--- config.mk ---
export PLATFORM = sky130hd
export DESIGN_NAME = mobb_cdiv
export DESIGN_NICKNAME = d
export VERILOG_FILES = /design/src/hdl/mobb_cdiv.sv
export SDC_FILE = /design/constraint.sdc
export NUM_CORES = 2
export LEC_CHECK = 0
export BUFFER_PORTS_ARGS = -buffer_cell sky130_fd_sc_hd__buf_2
export CORE_MARGIN = 3
export CORE_UTILIZATION = 43
export DETAILED_ROUTE_END_ITERATION = 10
export GPL_TIMING_DRIVEN = 0
export PLACE_DENSITY = 0.69
export SLEW_MARGIN = 20
export SYNTH_ARGS = -nofsm -noshare
export SYNTH_HDL_FRONTEND = slang
export SYNTH_SLANG_ARGS = --single-unit
export TNS_END_PERCENT = 1
--- constraint.sdc ---
create_clock -name i_clk -period 10.1 [get_ports i_clk]
set_input_delay 3.03 -clock i_clk [delete_from_list [all_inputs] [get_ports i_clk]]
set_output_delay 3.03 -clock i_clk [all_outputs]
set_load 0.02 [all_outputs]
--- src/hdl/mobb_cdiv.sv ---
// ----------------------------------------------------------------------------
// mobb_cdiv
// three stage divider by a constant: reciprocal multiply and one correction
// ----------------------------------------------------------------------------
module mobb_cdiv #(
    parameter int P_IW = 48,
    parameter int P_SH = 5,
    parameter int P_D  = 3125,
    parameter int P_QW = 32
) (
    input  logic             i_clk,
    input  logic             i_en,
    input  logic [P_IW-1:0]  i_din,
    output logic [P_QW-1:0]  o_quo
);

    localparam int XW = P_IW - P_SH;
    localparam int LW = (XW + 1) / 2;
    localparam int HW = XW - LW;
    localparam int RW = $clog2(2 * P_D);
    localparam logic [63:0]     MFULL = (64'd1 << XW) / P_D;
    localparam logic [P_QW-1:0] MUL   = MFULL[P_QW-1:0];
    localparam logic [RW-1:0]   DIV_R = RW'(P_D);

    logic [XW-1:0]        w_x;
    logic [LW+P_QW-1:0]   r_plo;
    logic [HW+P_QW-1:0]   r_phi;
    logic [RW-1:0]        r_xl1;
    logic [XW+P_QW-1:0]   w_sum;
    logic [P_QW-1:0]      r_q0;
    logic [RW-1:0]        r_xl2;
    logic [RW-1:0]        w_prod;
    logic [RW-1:0]        w_rem;
    logic [P_QW-1:0]      r_quo;

    assign w_x = i_din[P_IW-1:P_SH];

    // split partial products
    always_ff @(posedge i_clk) begin
        if (i_en) begin
            r_plo <= (LW+P_QW)'(w_x[LW-1:0]) * (LW+P_QW)'(MUL);
            r_phi <= (HW+P_QW)'(w_x[XW-1:LW]) * (HW+P_QW)'(MUL);
            r_xl1 <= w_x[RW-1:0];
        end
    end

    assign w_sum = {r_phi, {LW{1'b0}}} + (XW+P_QW)'(r_plo);

    always_ff @(posedge i_clk) begin
        if (i_en) begin
            r_q0  <= w_sum[XW+P_QW-1:XW];
            r_xl2 <= r_xl1;
        end
    end

    // estimate is exact or one low; remainder fits in rw bits
    assign w_prod = RW'(r_q0[RW-1:0] * DIV_R);
    assign w_rem  = r_xl2 - w_prod;

    always_ff @(posedge i_clk) begin
        if (i_en) begin
            r_quo <= (w_rem >= DIV_R) ? r_q0 + 1'b1 : r_q0;
        end
    end

    assign o_quo = r_quo;

endmodule

==> reports/results.ini <==
[global_route]
grt_usage = 0.197
grt_max_degree = 109
grt_pass1_wl_um = 120000
grt_pass1_vias = 22040
overflow = 0
antenna_found_initial = 2

[synthesis]
ys.flop_type = edfxtp_1
syn-instance-count = 3067
syn_area_um2 = 32100
yosysUniqueCellTypes = 72
yosysWarnings = 0
synth_top_area_frac = 0.310
async_flop_share = 0
synth_edf_count = 175
ys_ff_latch = 175
avgSynthCellArea_um2 = 10.5
synthTopCellsByCount = inv_1, ha_1, fa_1
ys_seq_area_frac = 0.164
yosysMostFrequentCell = inv_1
syn_nets = 4231
yosysTopAreaCell = fa_1
synth_area_leaders = fa_1, ha_1, edfxtp_1, inv_1, xnor2_1

[drt]
num_vias = 20957
drt_iter0_drc = 1240
ant_nets = 0
post-route-drc-count = 0
wl_um = 73500
wl_per_cell_um = 17.8
via_per_inst = 5.07
dr.pass1.iters = 5

[clocking]
cts_max_level = 4
post_cts_buffers = 0
root_buffer = clkbuf_16
clk_path_buf_depth = 2
tritoncts = built
cts_buffers = 17
insertion_delay_ns = 0.44
cts.sinks = 175
cts.clk_slew.worst_paths_ns = 0.07

[setup_path]
critPathTopFamily = adder cells
crit_path_cell_trace = buf_2 > inv_1 > ha_1 > fa_1 > inv_1 > fa_1 > inv_1 > fa_1 > inv_1 > fa_1 > inv_1 > fa_1 > inv_1 > fa_1 > ha_1 > a21o_1 > a21o_1 > a21o_1 > a22o_1 > a21oi_1 > o31ai_2 > a21bo_2 > a41oi_1 > xnor2_1
path_class = input port to flip-flop
startpoint_type = input port
critical_path_buf_inv_count = 7
critPathCaptureType = flip-flop
crit_slowest_cell = fa_1
crit_required_ns = 10.25
max_stage_delay_ns = 0.56
arrival_ns = 9.93
crit_fanout = 8

[placement]
dpl-instance-area_um2 = 33700
port_buffers = 76
hpwl_um = 64600
dp.cells = 4103
gp_congestion = 0.954
dp_slack_ns = -0.248

[final_layout]
fillCellCount = 6742
fin_util = 0.467
fin_area_um2 = 34300
layout.nets = 4327
final_cells = 4137
layout-drive-gt1-share = 0.0475
area_growth_pct = 6.89

[timing]
tightest_slew_ns = 0.876
setup_violations = 0
finalCriticalPeriod_ns = 9.78
max_freq_ghz = 0.102
worst_slack_ns = 0.322
fin_crit_sh = 0.968
rsz0062_at_grt = false
slew_headroom = 0.401
finalHoldViolations = 0
fin_skew_ns = 0.0121
slew_violations = 0

[floorplan]
core_area_um2 = 73500
rows = 99
floorplan.initialDensity = 0.437
dieArea_um2 = 78000
ios = 82
dieHeight_um = 279
die_w_um = 279

[job]
maxCapViolCount = 0

[hold_path]
hp-class = flip-flop to flip-flop

[outcome]
status = finished, final reports clean

-- registers in the layout (all words and copies together), names as in the netlist --
signal,flops
o_quo,32
r_plo,33
r_xl2,13
r_phi,53
r_q0,32
r_xl1,12
-- kinds of logic (layout without fill, tap and decap cells) --
kind of cell	after synthesis	after routing	share of synthesized area
XOR/XNOR	161	161	0.0439
AO/OA/AOI/OAI	381	381	0.0811
flip-flops	175	175	0.164
other	0	2	0
AND/OR/NAND/NOR	354	354	0.0572
buffers and inverters	881	990	0.103
adder cells (fa/ha/maj)	1114	1114	0.550
multiplexers	1	1	0.000351
-- placed cells by master (no fill, tap or decap), drive strengths merged, types with 4 or more instances in the layout --
master,n
inv,854
ha,616
fa,498
edfxtp,175
a21oi,126
buf,83
xnor2,82
xor2,79
nand2,72
nor2,72
a21o,71
nand3,50
o21ai,49
clkbuf,44
nand4,38
nor3,24
a31oi,18
and3,18
a211oi,16
nor2b,12
nor4b,12
a2111oi,12
or2,11
o211ai,10
nand2b,10
o21bai,10
and4,10
and2,9
o21a,9
o31ai,8
clkinv,8
or3,5
a211o,5
a31o,4
o2111ai,4
-- metal layers --
layer  vias up  track usage  routed length, um
met2       523        0.318              33900
met1     10239        0.274              33300
li1      10128            -                  -
met5         -            0                  0
met4         0       0.0469               1600
met3        67       0.0369               4700
-- final cells by class --
type                            count  area, um2  area share
Inverter                          848       3180      0.0927
Clock inverter                     15        153     0.00445
Sequential cell                   175       5260       0.153
Antenna cell                        2       5.00    0.000146
Multi-Input combinational cell   2011      23600       0.686
Clock buffer                       17        425      0.0124
Tap cell                          959       1200      0.0350
Buffer                             33        135     0.00394
Timing Repair Buffer               77        418      0.0122
-- worst reg2reg max path: stages (launching register included) --
cell and delay (ns):
edfxtp_1 0.55, ha_1 0.35, inv_1 0.05, fa_1 0.47, fa_1 0.52, inv_1 0.04
ha_1 0.26, inv_1 0.05, fa_1 0.45, ha_1 0.30, buf_2 0.17, a21o_1 0.18
a21o_1 0.22, a41oi_1 0.17, a21oi_1 0.07, xnor2_1 0.16, o2111ai_1 0.23, a31oi_1 0.49
buf_2 0.33, mux2_2 0.38
-- through the flow --
step / setup TNS, ns / hold WS (ns)
2_1_floorplan: 0 / 0.400
3_3_place_gp: -0.655 / 0.402
3_5_place_dp: -0.551 / 0.405
4_1_cts: 0 / 0.421
5_1_grt: 0 / 0.421
6_report: 0 / 0.419
-- what timing repair did --
item,4_1_cts,5_1_grt
hold buffers,0,0
setup endpoints to repair,0,3
resized for setup,0,2
-- path summary, 6_finish.rpt --
path,from,endpoint,slack (ns),cells after the start
max,i_din[7],r_plo[53],0.32,24
min,r_xl1[9],r_xl2[9],0.42,0
max reg2reg,r_q0[5],o_quo[1],4.43,19
min reg2reg,r_xl1[9],r_xl2[9],0.42,0
Power is not shown: default switching activity piles up to over one toggle a cycle in this logic, so the estimate is an artifact.
