$ cat config.mk
export PLATFORM = sky130hd
export DESIGN_NAME = mobb_fold
export DESIGN_NICKNAME = d
export VERILOG_FILES = /design/src/hdl/mobb_pkg.sv /design/src/hdl/mobb_fold.sv
export SDC_FILE = /design/constraint.sdc
export NUM_CORES = 1
export LEC_CHECK = 0
export BUFFER_PORTS_ARGS = -buffer_cell sky130_fd_sc_hd__buf_2
export CAP_MARGIN = 20
export CORE_AREA = 5 5 266 268
export CTS_BUF_LIST = sky130_fd_sc_hd__clkbuf_4 sky130_fd_sc_hd__clkbuf_8 sky130_fd_sc_hd__clkbuf_16
export DETAILED_ROUTE_END_ITERATION = 12
export DIE_AREA = 0 0 271 273
export SLEW_MARGIN = 20
export SYNTH_ARGS = -nofsm -noshare
export SYNTH_HDL_FRONTEND = slang
export SYNTH_SLANG_ARGS = --single-unit
export TNS_END_PERCENT = 5
$ cat constraint.sdc
create_clock -name i_clk -period 4.85 [get_ports i_clk]
set_input_delay 0.7275 -clock i_clk [delete_from_list [all_inputs] [get_ports i_clk]]
set_output_delay 0.7275 -clock i_clk [all_outputs]
set_load 0.005 [all_outputs]
$ cat src/hdl/mobb_pkg.sv
// ----------------------------------------------------------------------------
// mobb_pkg
// shared types and constants of the monthly ohlcv bar builder
// ----------------------------------------------------------------------------
package mobb_pkg;

    localparam int DATE_W   = 27;
    localparam int PRICE_W  = 31;
    localparam int DAMT_W   = 48;
    localparam int DVOL_W   = 40;
    localparam int BAMT_W   = 40;
    localparam int BVOL_W   = 32;
    localparam int DAYS_W   = 5;
    localparam int KEY_W    = 20;
    localparam int IN_W     = 240;
    localparam int OUT_W    = 232;

    localparam int MONTH_DIV  = 100;
    localparam int AMOUNT_DIV = 100000;
    localparam int VOLUME_DIV = 10000;

    // divisors split into a power of two and an odd part
    localparam int DATE_SH  = 2;
    localparam int DATE_OD  = MONTH_DIV / 4;
    localparam int AMT_SH   = 5;
    localparam int AMT_OD   = AMOUNT_DIV / 32;
    localparam int VOL_SH   = 4;
    localparam int VOL_OD   = VOLUME_DIV / 16;

    localparam int DATE_QW = $clog2(((64'd1 << (DATE_W - DATE_SH)) / DATE_OD) + 1);
    localparam int AMT_QW  = $clog2(((64'd1 << (DAMT_W - AMT_SH)) / AMT_OD) + 1);
    localparam int VOL_QW  = $clog2(((64'd1 << (DVOL_W - VOL_SH)) / VOL_OD) + 1);

    localparam logic [DAYS_W-1:0] DAYS_MAX = 5'd31;

    typedef struct packed {
        logic [DATE_W-1:0]  date;
        logic [PRICE_W-1:0] open;
        logic [PRICE_W-1:0] high;
        logic [PRICE_W-1:0] low;
        logic [PRICE_W-1:0] close;
        logic               eos;
    } t_day;

    typedef struct packed {
        logic [DATE_W-1:0]  date;
        logic [PRICE_W-1:0] open;
        logic [PRICE_W-1:0] high;
        logic [PRICE_W-1:0] low;
        logic [PRICE_W-1:0] close;
        logic [BAMT_W-1:0]  amount;
        logic [BVOL_W-1:0]  volume;
        logic [DAYS_W-1:0]  days;
        logic               last;
    } t_bar;

endpackage

$ cat src/hdl/mobb_fold.sv
// ----------------------------------------------------------------------------
// mobb_fold
// open bar state: folds one day in, emits finished and flushed bars
// ----------------------------------------------------------------------------
module mobb_fold (
    input  logic                          i_clk,
    input  logic                          i_rst_n,
    input  logic                          i_take,
    input  mobb_pkg::t_day                i_day,
    input  logic [mobb_pkg::KEY_W-1:0]    i_key,
    input  logic [mobb_pkg::AMT_QW-1:0]   i_amt,
    input  logic [mobb_pkg::VOL_QW-1:0]   i_vol,
    output logic [1:0]                    o_push_n,
    output mobb_pkg::t_bar                o_res0,
    output mobb_pkg::t_bar                o_res1
);
    import mobb_pkg::*;

    logic                r_active;
    logic [KEY_W-1:0]    r_key;
    t_bar                r_bar;
    t_bar                n_bar;
    logic                w_close_old;
    logic                w_start;
    logic [BAMT_W:0]     w_amt_sum;
    logic [BVOL_W:0]     w_vol_sum;
    logic [BAMT_W-1:0]   w_amt_base;
    logic [BVOL_W-1:0]   w_vol_base;
    t_bar                w_old;

    assign w_close_old = r_active && (i_key != r_key);
    assign w_start     = !r_active || w_close_old;
    assign w_amt_base  = w_start ? '0 : r_bar.amount;
    assign w_vol_base  = w_start ? '0 : r_bar.volume;
    assign w_amt_sum   = {1'b0, w_amt_base} + (BAMT_W+1)'(i_amt);
    assign w_vol_sum   = {1'b0, w_vol_base} + (BVOL_W+1)'(i_vol);

    always_comb begin
        n_bar.date   = i_day.date;
        n_bar.close  = i_day.close;
        n_bar.amount = w_amt_sum[BAMT_W] ? '1 : w_amt_sum[BAMT_W-1:0];
        n_bar.volume = w_vol_sum[BVOL_W] ? '1 : w_vol_sum[BVOL_W-1:0];
        n_bar.last   = 1'b1;
        if (w_start) begin
            n_bar.open = i_day.open;
            n_bar.high = i_day.high;
            n_bar.low  = i_day.low;
            n_bar.days = DAYS_W'(1);
        end else begin
            n_bar.open = r_bar.open;
            n_bar.high = (i_day.high > r_bar.high) ? i_day.high : r_bar.high;
            n_bar.low  = (i_day.low < r_bar.low) ? i_day.low : r_bar.low;
            n_bar.days = (r_bar.days < DAYS_MAX) ? r_bar.days + 1'b1 : DAYS_MAX;
        end
    end

    always_comb begin
        w_old      = r_bar;
        w_old.last = !i_day.eos;
    end

    assign o_res0   = w_close_old ? w_old : n_bar;
    assign o_res1   = n_bar;
    assign o_push_n = i_take ? (2'(w_close_old) + 2'(i_day.eos)) : 2'd0;

    always_ff @(posedge i_clk) begin
        if (!i_rst_n) begin
            r_active <= 1'b0;
        end else if (i_take) begin
            r_active <= !i_day.eos;
        end
    end

    always_ff @(posedge i_clk) begin
        if (i_take) begin
            r_key <= i_key;
            r_bar <= n_bar;
        end
    end

endmodule

==> results.md <==
* Status: finished with violations
* Failing checks: setup timing
* LEAKAGE at 12.6 nW
* First-pass GRT wire length at 106000 um
* Hold path endpoint: r_bar[228]$_DFFE_PP_
* Drt wl/cell at 20.1 um
* Synth Cell Area at 17700 um2
* Seq cells post-synth at 249
* Final max-slew violation count at 0
* GRT Overall Usage at 18.3%
* Fin crit share at 116%
* Initial antenna violation count at 14
* Clock Latency Late Sink at 540 ps
* Max VDD drop at 0.265 mV
* Sum of negative setup slack at -78560 ps
* Worst-path clk slew at 60 ps
* Chip Width at 271 um
* First-pass DRT Iterations at 7
* Reg-to-Reg Start: r_key[19]$_DFFE_PP_
* CTS sink count at 249
* Total CTS buffers at 35
* Synth cell types at 70
* Core area at 68100 um2
* Mux contribution to synthesized area at 10.1%
* Top cells by area, synth: edfxtp_1 (42%), mux2_2 (9.5%), ha_1 (8.6%), nand2_1 (8.1%), buf_4 (2.7%)
* Post-Place Cells at 3530
* Setup slack, reg-to-reg at 280 ps
* # nets final at 3071
* Ys async rst share at 0%
* WS Path Type: reg -> out
* Number of global-route vias before repair at 17200
* Buf/Inv on CP at 4
* Pwr dens at 249 nW/um2
* Cell family with most CP delay: compound AO/OA/AOI/OAI gates
* Detailed placement HPWL at 56200 um
* Critical Path Max Stage Delay at 470 ps
* Final ANT Viol Nets at 0
* Final worst path period need at 5640 ps
* DRC Markers at 0
* Setup Skew at 31.5 ps
* R2r endpoint: r_bar[69]$_DFFE_PP_
* Chip height at 273 um
* Root Driver: clkbuf_16
* Largest family of logic cells by synthesized area: simple AND/OR/NAND/NOR gates
* Post-synthesis compound-gate area fraction at 12.2%
* Syn nets at 2192
* Most frequent cells in the layout: buf_2 (666), nand2_1 (353), buf_4 (259)
* Via count at 17200
* CP Depth at 19
* Synth area leader: edfxtp_1
* FILL cells at 6710
* TritonCTS clock tree: built
* Number of vias per cell at 4.75
* Worst Path Arrival at 4910 ps
* Die area at 74000 um2
* Total grt overflow at 0
* Starting Density at 26.0%
* Slowest-stage cell, CP: or4b_4
* Hold Path Class: in -> reg
* Fin cells at 3623
* Synth Flop Type: edfxtp_1
* GPL Wtd Cong at 0.913
* Final wirelength at 72700 um
* Syn Area/Cell at 9.67 um2
* Buffers on Ports at 692
* Largest net degree at the start of global routing at 113
* Most common cell after layout, fill and taps aside: buf_2
* Final core utilization at 38.9%
* CTS H-tree lvls at 2
* Worst slew margin at 49.9%
* Synth top area share at 42.0%
* Register area share after synthesis at 42.1%
* Worst-path cell chain: xor2_1 -> nor4_2 -> nand3_4 -> nor3_4 -> buf_6 -> buf_12 -> buf_16 -> and3_4 -> ha_4 -> o21a_1 -> o211ai_2 -> a2111oi_4 -> a221o_2 -> or4b_4 -> a211o_1 -> o21ai_2 -> o2111a_2 -> a21oi_2 -> buf_2
* Worst Tran Pin Value at 751 ps
* PnR worst setup slack at -787 ps
* Hold Path Depth at 1
* MaxCap Viol Count at 0
* IO Pins at 694
* Layout cell share with drive strength beyond 1 at 49.5%
* Worst setup EP type: output pin
* CTS Buffer Depth at 3
* FF-to-FF path depth at 22
* Hold_sp: i_day[151]
* Fraction of the mapped netlist area in adder cells at 8.83%
* Row count at 96
* Detailed Route Iter0 Violations at 937
* Area grow syn2layout at 49.6%
* Crit Path Max Fanout at 8
* Synth Area in XOR/XNOR at 4.15%
* Fin. Hold Viols at 0
* Mapped Cells at 1834
* Dpl ws at -932 ps
* Simple-gate share of the synthesized area at 16.5%
* YS warnings at 0
* EDFF count, synth at 248
* Crit path required time at 4120 ps
* Startpoint types: flop
* Final Setup Violations at 144
* Cts hold-fix bufs at 0
* RSZ-0062 raised after global routing: true
* Fmax achieved at 177 MHz
* Power, Total at 0.00659 W
==> Yosys cell counts, types with 10 or more instances <==
library cell / n
nand3_1: 20
buf_2: 20
buf_4: 63
nor4_1: 10
a21o_1: 60
xnor2_1: 44
a211oi_1: 12
a21oi_1: 73
o21a_1: 11
nor3_1: 12
mux2_2: 149
clkbuf_1: 57
a31oi_1: 63
and2_1: 12
inv_1: 71
xor2_1: 40
edfxtp_1: 248
nand2_1: 381
ha_1: 122
and3_1: 69
nand4_1: 20
nand2b_1: 12
o21ai_0: 54
nor2_1: 111
==> worst max-delay path by stage <==
stage | endpoint | from
2_1_floorplan | o_res0[75] | i_key[8]
3_3_place_gp | o_res0[37] | i_key[4]
3_5_place_dp | o_res0[37] | i_key[4]
4_1_cts | o_res0[75] | r_key[15]$_DFFE_PP_
5_1_grt | o_res0[75] | r_key[19]$_DFFE_PP_
6_report | o_res0[75] | r_key[19]$_DFFE_PP_
==> metrics by stage <==
stage	hold WS, ps	instance area, um2
after floorplan	548	18100
after global placement	538	24000
after detailed placement	547	24000
after CTS	349	25800
after global routing	360	26500
final	398	26500
==> worst register-to-register path: cells and delay by family, from the launching register on <==
family,cells,cell delay [ps]
buf+inv,8,1090
xor+xnor,2,390
flops,1,400
fa+ha+maj,1,200
simple gates,7,1210
compound gates,4,1080
==> cell families after synthesis <==
family | after synthesis
xor gates and xnor gates | 84
DFF | 249
AOI/OAI and AO/OA | 331
and+or+nand+nor | 669
muxes | 159
other | 1
adders and majority gates | 124
buffers and inverters | 217
==> power by group <==
group	leakage, nW	switching [W]	internal (W)
Clock	0.565	0.000993	0.00162
Sequential	2.44	0.0000965	0.00256
Combinational	9.64	0.000702	0.000626
Total	12.6	0.00179	0.00480
==> routing by layer <==
metal  routed length (um)  vias up  part of all wire [%]  global-route usage, %
li1                     -     8324                     -                      -
met1                29900     8204                    41                   22.4
met2                36100      555                    50                   32.1
met3                 5070      103                   7.0                   4.82
met4                 1580       12                   2.2                   4.47
met5                   81        -                  0.11                      0
==> final cells by class <==
cell class                 instances  area [um2]  area share (%)
timing repair buffer             987        6220            23.4
antenna                            6        15.0          0.0566
multi-input combinational       1368       10300            38.9
clock buffer                      42         928            3.50
clock inverter                    17         205           0.774
tap                              882        1100            4.16
sequential                       249        7470            28.2
inverter                          72         270            1.02
==> state kept, by name (all words and copies together) (netlist names) <==
register,count
r_bar,228
r_active,1
r_key,20
==> what timing repair did <==
item | 4_1_cts | 5_1_grt
gates cloned | 4 | 1
setup endpoints to repair | 144 | 145
setup buffers | 14 | 10
pin swaps | 43 | 30
resized for setup | 89 | 123
(Power assumes the default switching activity.)
