[src/hdl/mobb_pkg.sv]
// ----------------------------------------------------------------------------
// mobb_pkg
// shared types and constants of the monthly ohlcv bar builder
// ----------------------------------------------------------------------------
package mobb_pkg;

    localparam int DATE_W   = 27;
    localparam int PRICE_W  = 31;
    localparam int DAMT_W   = 48;
    localparam int DVOL_W   = 40;
    localparam int BAMT_W   = 40;
    localparam int BVOL_W   = 32;
    localparam int DAYS_W   = 5;
    localparam int KEY_W    = 20;
    localparam int IN_W     = 240;
    localparam int OUT_W    = 232;

    localparam int MONTH_DIV  = 100;
    localparam int AMOUNT_DIV = 100000;
    localparam int VOLUME_DIV = 10000;

    // divisors split into a power of two and an odd part
    localparam int DATE_SH  = 2;
    localparam int DATE_OD  = MONTH_DIV / 4;
    localparam int AMT_SH   = 5;
    localparam int AMT_OD   = AMOUNT_DIV / 32;
    localparam int VOL_SH   = 4;
    localparam int VOL_OD   = VOLUME_DIV / 16;

    localparam int DATE_QW = $clog2(((64'd1 << (DATE_W - DATE_SH)) / DATE_OD) + 1);
    localparam int AMT_QW  = $clog2(((64'd1 << (DAMT_W - AMT_SH)) / AMT_OD) + 1);
    localparam int VOL_QW  = $clog2(((64'd1 << (DVOL_W - VOL_SH)) / VOL_OD) + 1);

    localparam logic [DAYS_W-1:0] DAYS_MAX = 5'd31;

    typedef struct packed {
        logic [DATE_W-1:0]  date;
        logic [PRICE_W-1:0] open;
        logic [PRICE_W-1:0] high;
        logic [PRICE_W-1:0] low;
        logic [PRICE_W-1:0] close;
        logic               eos;
    } t_day;

    typedef struct packed {
        logic [DATE_W-1:0]  date;
        logic [PRICE_W-1:0] open;
        logic [PRICE_W-1:0] high;
        logic [PRICE_W-1:0] low;
        logic [PRICE_W-1:0] close;
        logic [BAMT_W-1:0]  amount;
        logic [BVOL_W-1:0]  volume;
        logic [DAYS_W-1:0]  days;
        logic               last;
    } t_bar;

endpackage

[src/hdl/mobb_rfifo.sv]
// ----------------------------------------------------------------------------
// mobb_rfifo
// four entry result queue, up to two writes and one read per cycle
// ----------------------------------------------------------------------------
module mobb_rfifo (
    input  logic              i_clk,
    input  logic              i_rst_n,
    input  logic [1:0]        i_push_n,
    input  mobb_pkg::t_bar    i_res0,
    input  mobb_pkg::t_bar    i_res1,
    input  logic              i_pop,
    output logic              o_valid,
    output mobb_pkg::t_bar    o_head,
    output logic              o_room
);
    import mobb_pkg::*;

    t_bar        r_mem [4];
    logic [1:0]  r_wp;
    logic [1:0]  r_rp;
    logic [2:0]  r_cnt;
    logic        w_pop;

    assign o_valid = (r_cnt != 3'd0);
    assign o_head  = r_mem[r_rp];
    assign o_room  = (r_cnt <= 3'd2);
    assign w_pop   = i_pop && o_valid;

    always_ff @(posedge i_clk) begin
        if (!i_rst_n) begin
            r_wp  <= '0;
            r_rp  <= '0;
            r_cnt <= '0;
        end else begin
            r_wp  <= r_wp + i_push_n;
            r_rp  <= r_rp + 2'(w_pop);
            r_cnt <= r_cnt + 3'(i_push_n) - 3'(w_pop);
        end
    end

    always_ff @(posedge i_clk) begin
        if (i_push_n != 2'd0) begin
            r_mem[r_wp] <= i_res0;
        end
        if (i_push_n == 2'd2) begin
            r_mem[r_wp + 2'd1] <= i_res1;
        end
    end

endmodule

[config.mk]
export PLATFORM = sky130hd
export DESIGN_NAME = mobb_rfifo
export DESIGN_NICKNAME = d
export VERILOG_FILES = /design/src/hdl/mobb_pkg.sv /design/src/hdl/mobb_rfifo.sv
export SDC_FILE = /design/constraint.sdc
export NUM_CORES = 1
export LEC_CHECK = 0
export CORE_MARGIN = 1.5
export CORE_UTILIZATION = 64
export CTS_CLUSTER_SIZE = 14
export DETAILED_ROUTE_END_ITERATION = 6
export DONT_BUFFER_PORTS = 1
export PLACE_DENSITY = 0.77
export SLEW_MARGIN = 20
export SYNTH_ARGS = -nofsm -noshare
export SYNTH_HDL_FRONTEND = slang
export SYNTH_SLANG_ARGS = --single-unit
[constraint.sdc]
create_clock -name i_clk -period 25.5 [get_ports i_clk]
set_input_delay 0 -clock i_clk [delete_from_list [all_inputs] [get_ports i_clk]]
set_output_delay 0 -clock i_clk [all_outputs]
set_load 0.05 [all_outputs]
==> results of run 1 <==
cells by family after synthesis:
family                     count (synthesis)  synth area share
adders and majority gates                  4           0.00124
muxes                                   1149             0.367
and+or+nand+nor                           17           0.00278
DFF                                      923             0.596
xor gates and xnor gates                   2          0.000971
AOI/OAI and AO/OA                          6          0.000890
buffers and inverters                    160            0.0313
stage by stage:
stage,worst slack (ps),utilization
floorplan,7870,-
detailed placement,21090,0.650
global placement,21090,0.650
==> Implementation_results.wiki, run 1 <==
{| class="wikitable"
! Metric !! Value
|-
| Status || did not finish
|-
| Last stage || clock tree synthesis
|-
| Error || [ERROR RSZ-0060] Max buffer count reached.
|-
| Placement Rows || 98
|-
| Flip-flop and latch count after synthesis || 923
|-
| CTS Root Cell || sky130_fd_sc_hd__clkbuf_16
|-
| Fraction of registers with async set/reset || 0
|-
| Number of top-level design ports || 694
|-
| Top cell type's share of synthesized area || 0.593
|-
| Initial core utilization || 0.648
|-
| Max Root-Sink Buffers || 3
|-
| Cts hold-fix bufs || 654
|-
| Port bufs || 0
|-
| Synthesized Nets || 2728
|-
| Die X || 272 um
|-
| Die height || 272 um
|-
| EDFF count, synth || 916
|-
| Number of levels the H-tree was split into || 3
|-
| Area of the mapped netlist || 46400 um^2
|-
| Synthesis warning total || 0
|-
| Fraction of the yosys area taken by sequential cells || 0.596
|-
| Most frequent cell after synthesis || sky130_fd_sc_hd__edfxtp_1
|-
| Synthesized instance count || 2261
|-
| Leading post-synthesis cells by instance count || sky130_fd_sc_hd__edfxtp_1 (916), sky130_fd_sc_hd__mux2_2 (515), sky130_fd_sc_hd__mux2_4 (401)
|-
| Routability congestion estimate || 0.850
|-
| CTS sink count || 923
|-
| Cell variety after synth || 32
|-
| Most area-hungry cell type in the Yosys netlist || sky130_fd_sc_hd__edfxtp_1
|-
| CTS Buf Count || 94
|-
| DP Cell Count || 3095
|-
| Number of gates resized after cts || 0
|-
| Post-CTS repair timing setup buffer count || 0
|-
| Synth top area cells || sky130_fd_sc_hd__edfxtp_1 (59%), sky130_fd_sc_hd__mux2_4 (13%), sky130_fd_sc_hd__mux2_2 (13%)
|-
| Main synth FF type || sky130_fd_sc_hd__edfxtp_1
|-
| Detailed placer's ending HPWL || 69500 um
|-
| Average footprint of a synthesized cell || 20.5 um^2
|-
| Post-detailed-placement cell area || 46500 um^2
|}
==> run 2, diff against run 1 <==
Settings changed: CORE_UTILIZATION 64 to 40, CTS_CLUSTER_SIZE 14 to not set, PLACE_DENSITY 0.77 to not set, PLACE_DENSITY_LB_ADDON set to 0.15.
==> run 2 against run 1 <==
- the flow now finishes without violations
- synthesized cell count stayed put
- area after synthesis is the same
==> Implementation_results.wiki, run 2 <==
{| class="wikitable"
! Metric !! Value
|-
| Final setup viols || 0
|-
| Maximum net fanout on the critical path || 50
|-
| Detailed placer's ending HPWL || 71800 um (+3.3%)
|-
| RSZ-0062 raised after global routing || false
|-
| First-pass DRT Iterations || 5
|-
| Slew Limit Headroom || 0.225
|-
| Required time worst endpoint || 25910 ps
|-
| Total routing resource utilization after global routing || 0.214
|-
| Average footprint of a synthesized cell || 20.5 um^2 (unchanged)
|-
| Clock latency at the later pin of the worst-skew pair || 690 ps
|-
| Final non-filler cell area || 57500 um^2
|-
| Main synth FF type || sky130_fd_sc_hd__edfxtp_1
|-
| Synthesis warning total || 0 (unchanged)
|-
| Worst Path Arrival || 5400 ps
|-
| Total via count in the routed design || 25100
|-
| Most area-hungry cell type in the Yosys netlist || sky130_fd_sc_hd__edfxtp_1
|-
| Die X || 344 um (+26%)
|-
| Synthesized instance count || 2261 (unchanged)
|-
| Initial core utilization || 0.405 (-0.243)
|-
| Congestion Overflow GR || 0
|-
| Number of gates resized after cts || 0 (unchanged)
|-
| Port bufs || 0 (unchanged)
|-
| Fraction of the yosys area taken by sequential cells || 0.596 (unchanged)
|-
| CTS Buf Count || 102 (+8.5%)
|-
| Floorplan die area || 118000 um^2
|-
| Status || finished, final reports clean
|-
| Leakage power || 19.5 nW
|-
| Die height || 344 um (+26%)
|-
| Wire per inst || 28.3 um
|-
| Power Dens Cells || 81.3 nW/um^2
|-
| Via count of the first global-routing pass || 27700
|-
| Synth top area cells || sky130_fd_sc_hd__edfxtp_1 (59%), sky130_fd_sc_hd__mux2_4 (13%), sky130_fd_sc_hd__mux2_2 (13%)
|-
| Placement Rows || 124 (+27%)
|-
| Clock transition at the registers of the reported paths || 60 ps
|-
| DRC errors left || 0
|-
| Area of the mapped netlist || 46400 um^2 (unchanged)
|-
| Placeable core area || 115000 um^2
|-
| Max frequency || 201 MHz
|-
| Post-detailed-placement cell area || 47300 um^2 (+1.6%)
|-
| Number of levels the H-tree was split into || 3 (unchanged)
|-
| Leading cell type in the layout, fill and taps excluded || sky130_fd_sc_hd__edfxtp_1
|-
| Synthesized Nets || 2728 (unchanged)
|-
| Leading post-synthesis cells by instance count || sky130_fd_sc_hd__edfxtp_1 (916), sky130_fd_sc_hd__mux2_2 (515), sky130_fd_sc_hd__mux2_4 (401)
|-
| Clock period minus worst slack || 4980 ps
|-
| Layout overhead on the synthesized area || 23.9%
|-
| Filler-free cell count of the finished design || 4564
|-
| Fraction of registers with async set/reset || 0 (unchanged)
|-
| Endpoint kind of the worst setup timing path || register
|-
| CTS Root Cell || sky130_fd_sc_hd__clkbuf_16
|-
| Post-DRT Antenna Nets || 0
|-
| Pin slew with the least headroom to its limit || 1160 ps
|-
| Number of hold violations in the final report || 0
|-
| Post-route clock period utilization || 0.195
|-
| Flip-flop and latch count after synthesis || 923 (unchanged)
|-
| Flip-flop count of the largest register after layout || 916
|-
| CTS sink count || 923 (unchanged)
|-
| Largest register by flop count || r_mem
|-
| Max-slew violation count || 0
|-
| Total negative slack for setup checks || 0 ps
|-
| Design Power || 4.67 mW
|-
| Top cell type's share of synthesized area || 0.593 (unchanged)
|-
| Clock tree from TritonCTS || built
|-
| Max Cap Violations || 0
|-
| Max Root-Sink Buffers || 3 (unchanged)
|-
| Pin count of the biggest net entering global routing || 134
|-
| Total routed wirelength || 129000 um
|-
| Post-layout worst setup margin || 20520 ps
|-
| EDFF count, synth || 916 (unchanged)
|-
| Worst slack at placement || 20990 ps (-94.0 ps)
|-
| Number of antenna violations at the first check in global routing || 33
|-
| Leading cell types in the layout, fill and taps excluded || sky130_fd_sc_hd__edfxtp_1 (916), sky130_fd_sc_hd__dlygate4sd3_1 (700), sky130_fd_sc_hd__mux2_2 (515)
|-
| DP Cell Count || 3654 (+18%)
|-
| Hold/Removal Path Class || primary input to register
|-
| Via/cell ratio || 5.50
|-
| # fillers || 9367
|-
| Routability congestion estimate || 0.773 (-9.1%)
|-
| Cell variety after synth || 32 (unchanged)
|-
| Number of top-level design ports || 694 (unchanged)
|-
| Number of nets at the end of the flow || 3413
|-
| Biggest registers after layout || r_mem x916, r_cnt x3
|-
| Wire length of the first global-routing pass || 186000 um
|-
| Category of the critical setup timing path || register to register
|-
| Worst IR Drop VDD || 0.0625 mV
|-
| DRC marker count from the first detailed-route iteration || 1407
|-
| Kind of start point of the critical path || register
|-
| Maximum clock skew at final layout || 23.4 ps
|-
| Fraction of final layout cells sized beyond drive strength 1 || 0.437
|-
| Most frequent cell after synthesis || sky130_fd_sc_hd__edfxtp_1
|}
-- run 2: cell counts after synthesis --
No cell type changed its count.
-- run 2: logic make-up after synthesis --
family,after synthesis,share of synthesized area
compound gates,6,0.000890
xor+xnor,2,0.000971
fa+ha+maj,4,0.00124
buf+inv,160,0.0313
flops,923,0.596
mux,1149,0.367
simple gates,17,0.00278
-- run 2: path summary, 6_finish.rpt --
path	startpoint	endpoint	slack, ps	cells past startpoint
setup reg to reg	r_wp[1]	r_mem[3][164]	20520	6
hold reg to reg	r_cnt[2]	r_rp[0]	690	2
setup / recovery	r_wp[1]	r_mem[3][164]	20520	6
hold / removal	i_push_n[0]	r_mem[1][27]	40	3
-- run 2: routing by layer --
metal / wire, um / track usage / vias up
li1: - / - / 10800
met1: 49300 / 0.253 / 13200
met2: 65200 / 0.366 / 843
met3: 9960 / 0.0617 / 228
met4: 4420 / 0.0870 / 14
met5: 90 / 0 / -
-- run 2: where the power goes --
group / switching [mW] / total (mW) / internal [mW]
Combinational: 0.905 / 1.36 / 0.450
Sequential: 0.0542 / 1.92 / 1.87
Clock: 0.607 / 1.40 / 0.790
Total: 1.57 / 4.67 / 3.11
-- run 2: repair_timing --
item,CTS,global route
hold buffers,700,0
setup endpoints to repair,0,0
endpoints found under the hold margin,923,0
buffers inserted,0,0
-- run 2: area by class of cell --
| type | count | area (um^2) | area share |
|---|---|---|---|
| clock inverter | 46 | 353 | 0.00614 |
| multi-input combinational | 1178 | 17300 | 0.302 |
| tap | 1512 | 1890 | 0.0329 |
| antenna | 30 | 75.1 | 0.00131 |
| sequential | 923 | 27700 | 0.481 |
| clock buffer | 134 | 2770 | 0.0481 |
| timing repair buffer | 737 | 7370 | 0.128 |
| inverter | 4 | 15.0 | 0.000261 |
-- run 2: critical path: stages (launching register included) --
cell and delay (ps):
sky130_fd_sc_hd__dfxtp_1 580, sky130_fd_sc_hd__and4bb_4 460, sky130_fd_sc_hd__buf_4 820, sky130_fd_sc_hd__buf_4 870
sky130_fd_sc_hd__buf_4 900, sky130_fd_sc_hd__mux2_4 350, sky130_fd_sc_hd__dlygate4sd3_1 560
-- run 2: stage by stage --
stage	hold WS, ps	util
6_report	38.6	0.501
5_1_grt	29.4	0.501
4_1_cts	0.111	0.501
3_5_place_dp	131	0.412
3_3_place_gp	128	0.412
2_1_floorplan	122	-
(Power assumes the default switching activity.)
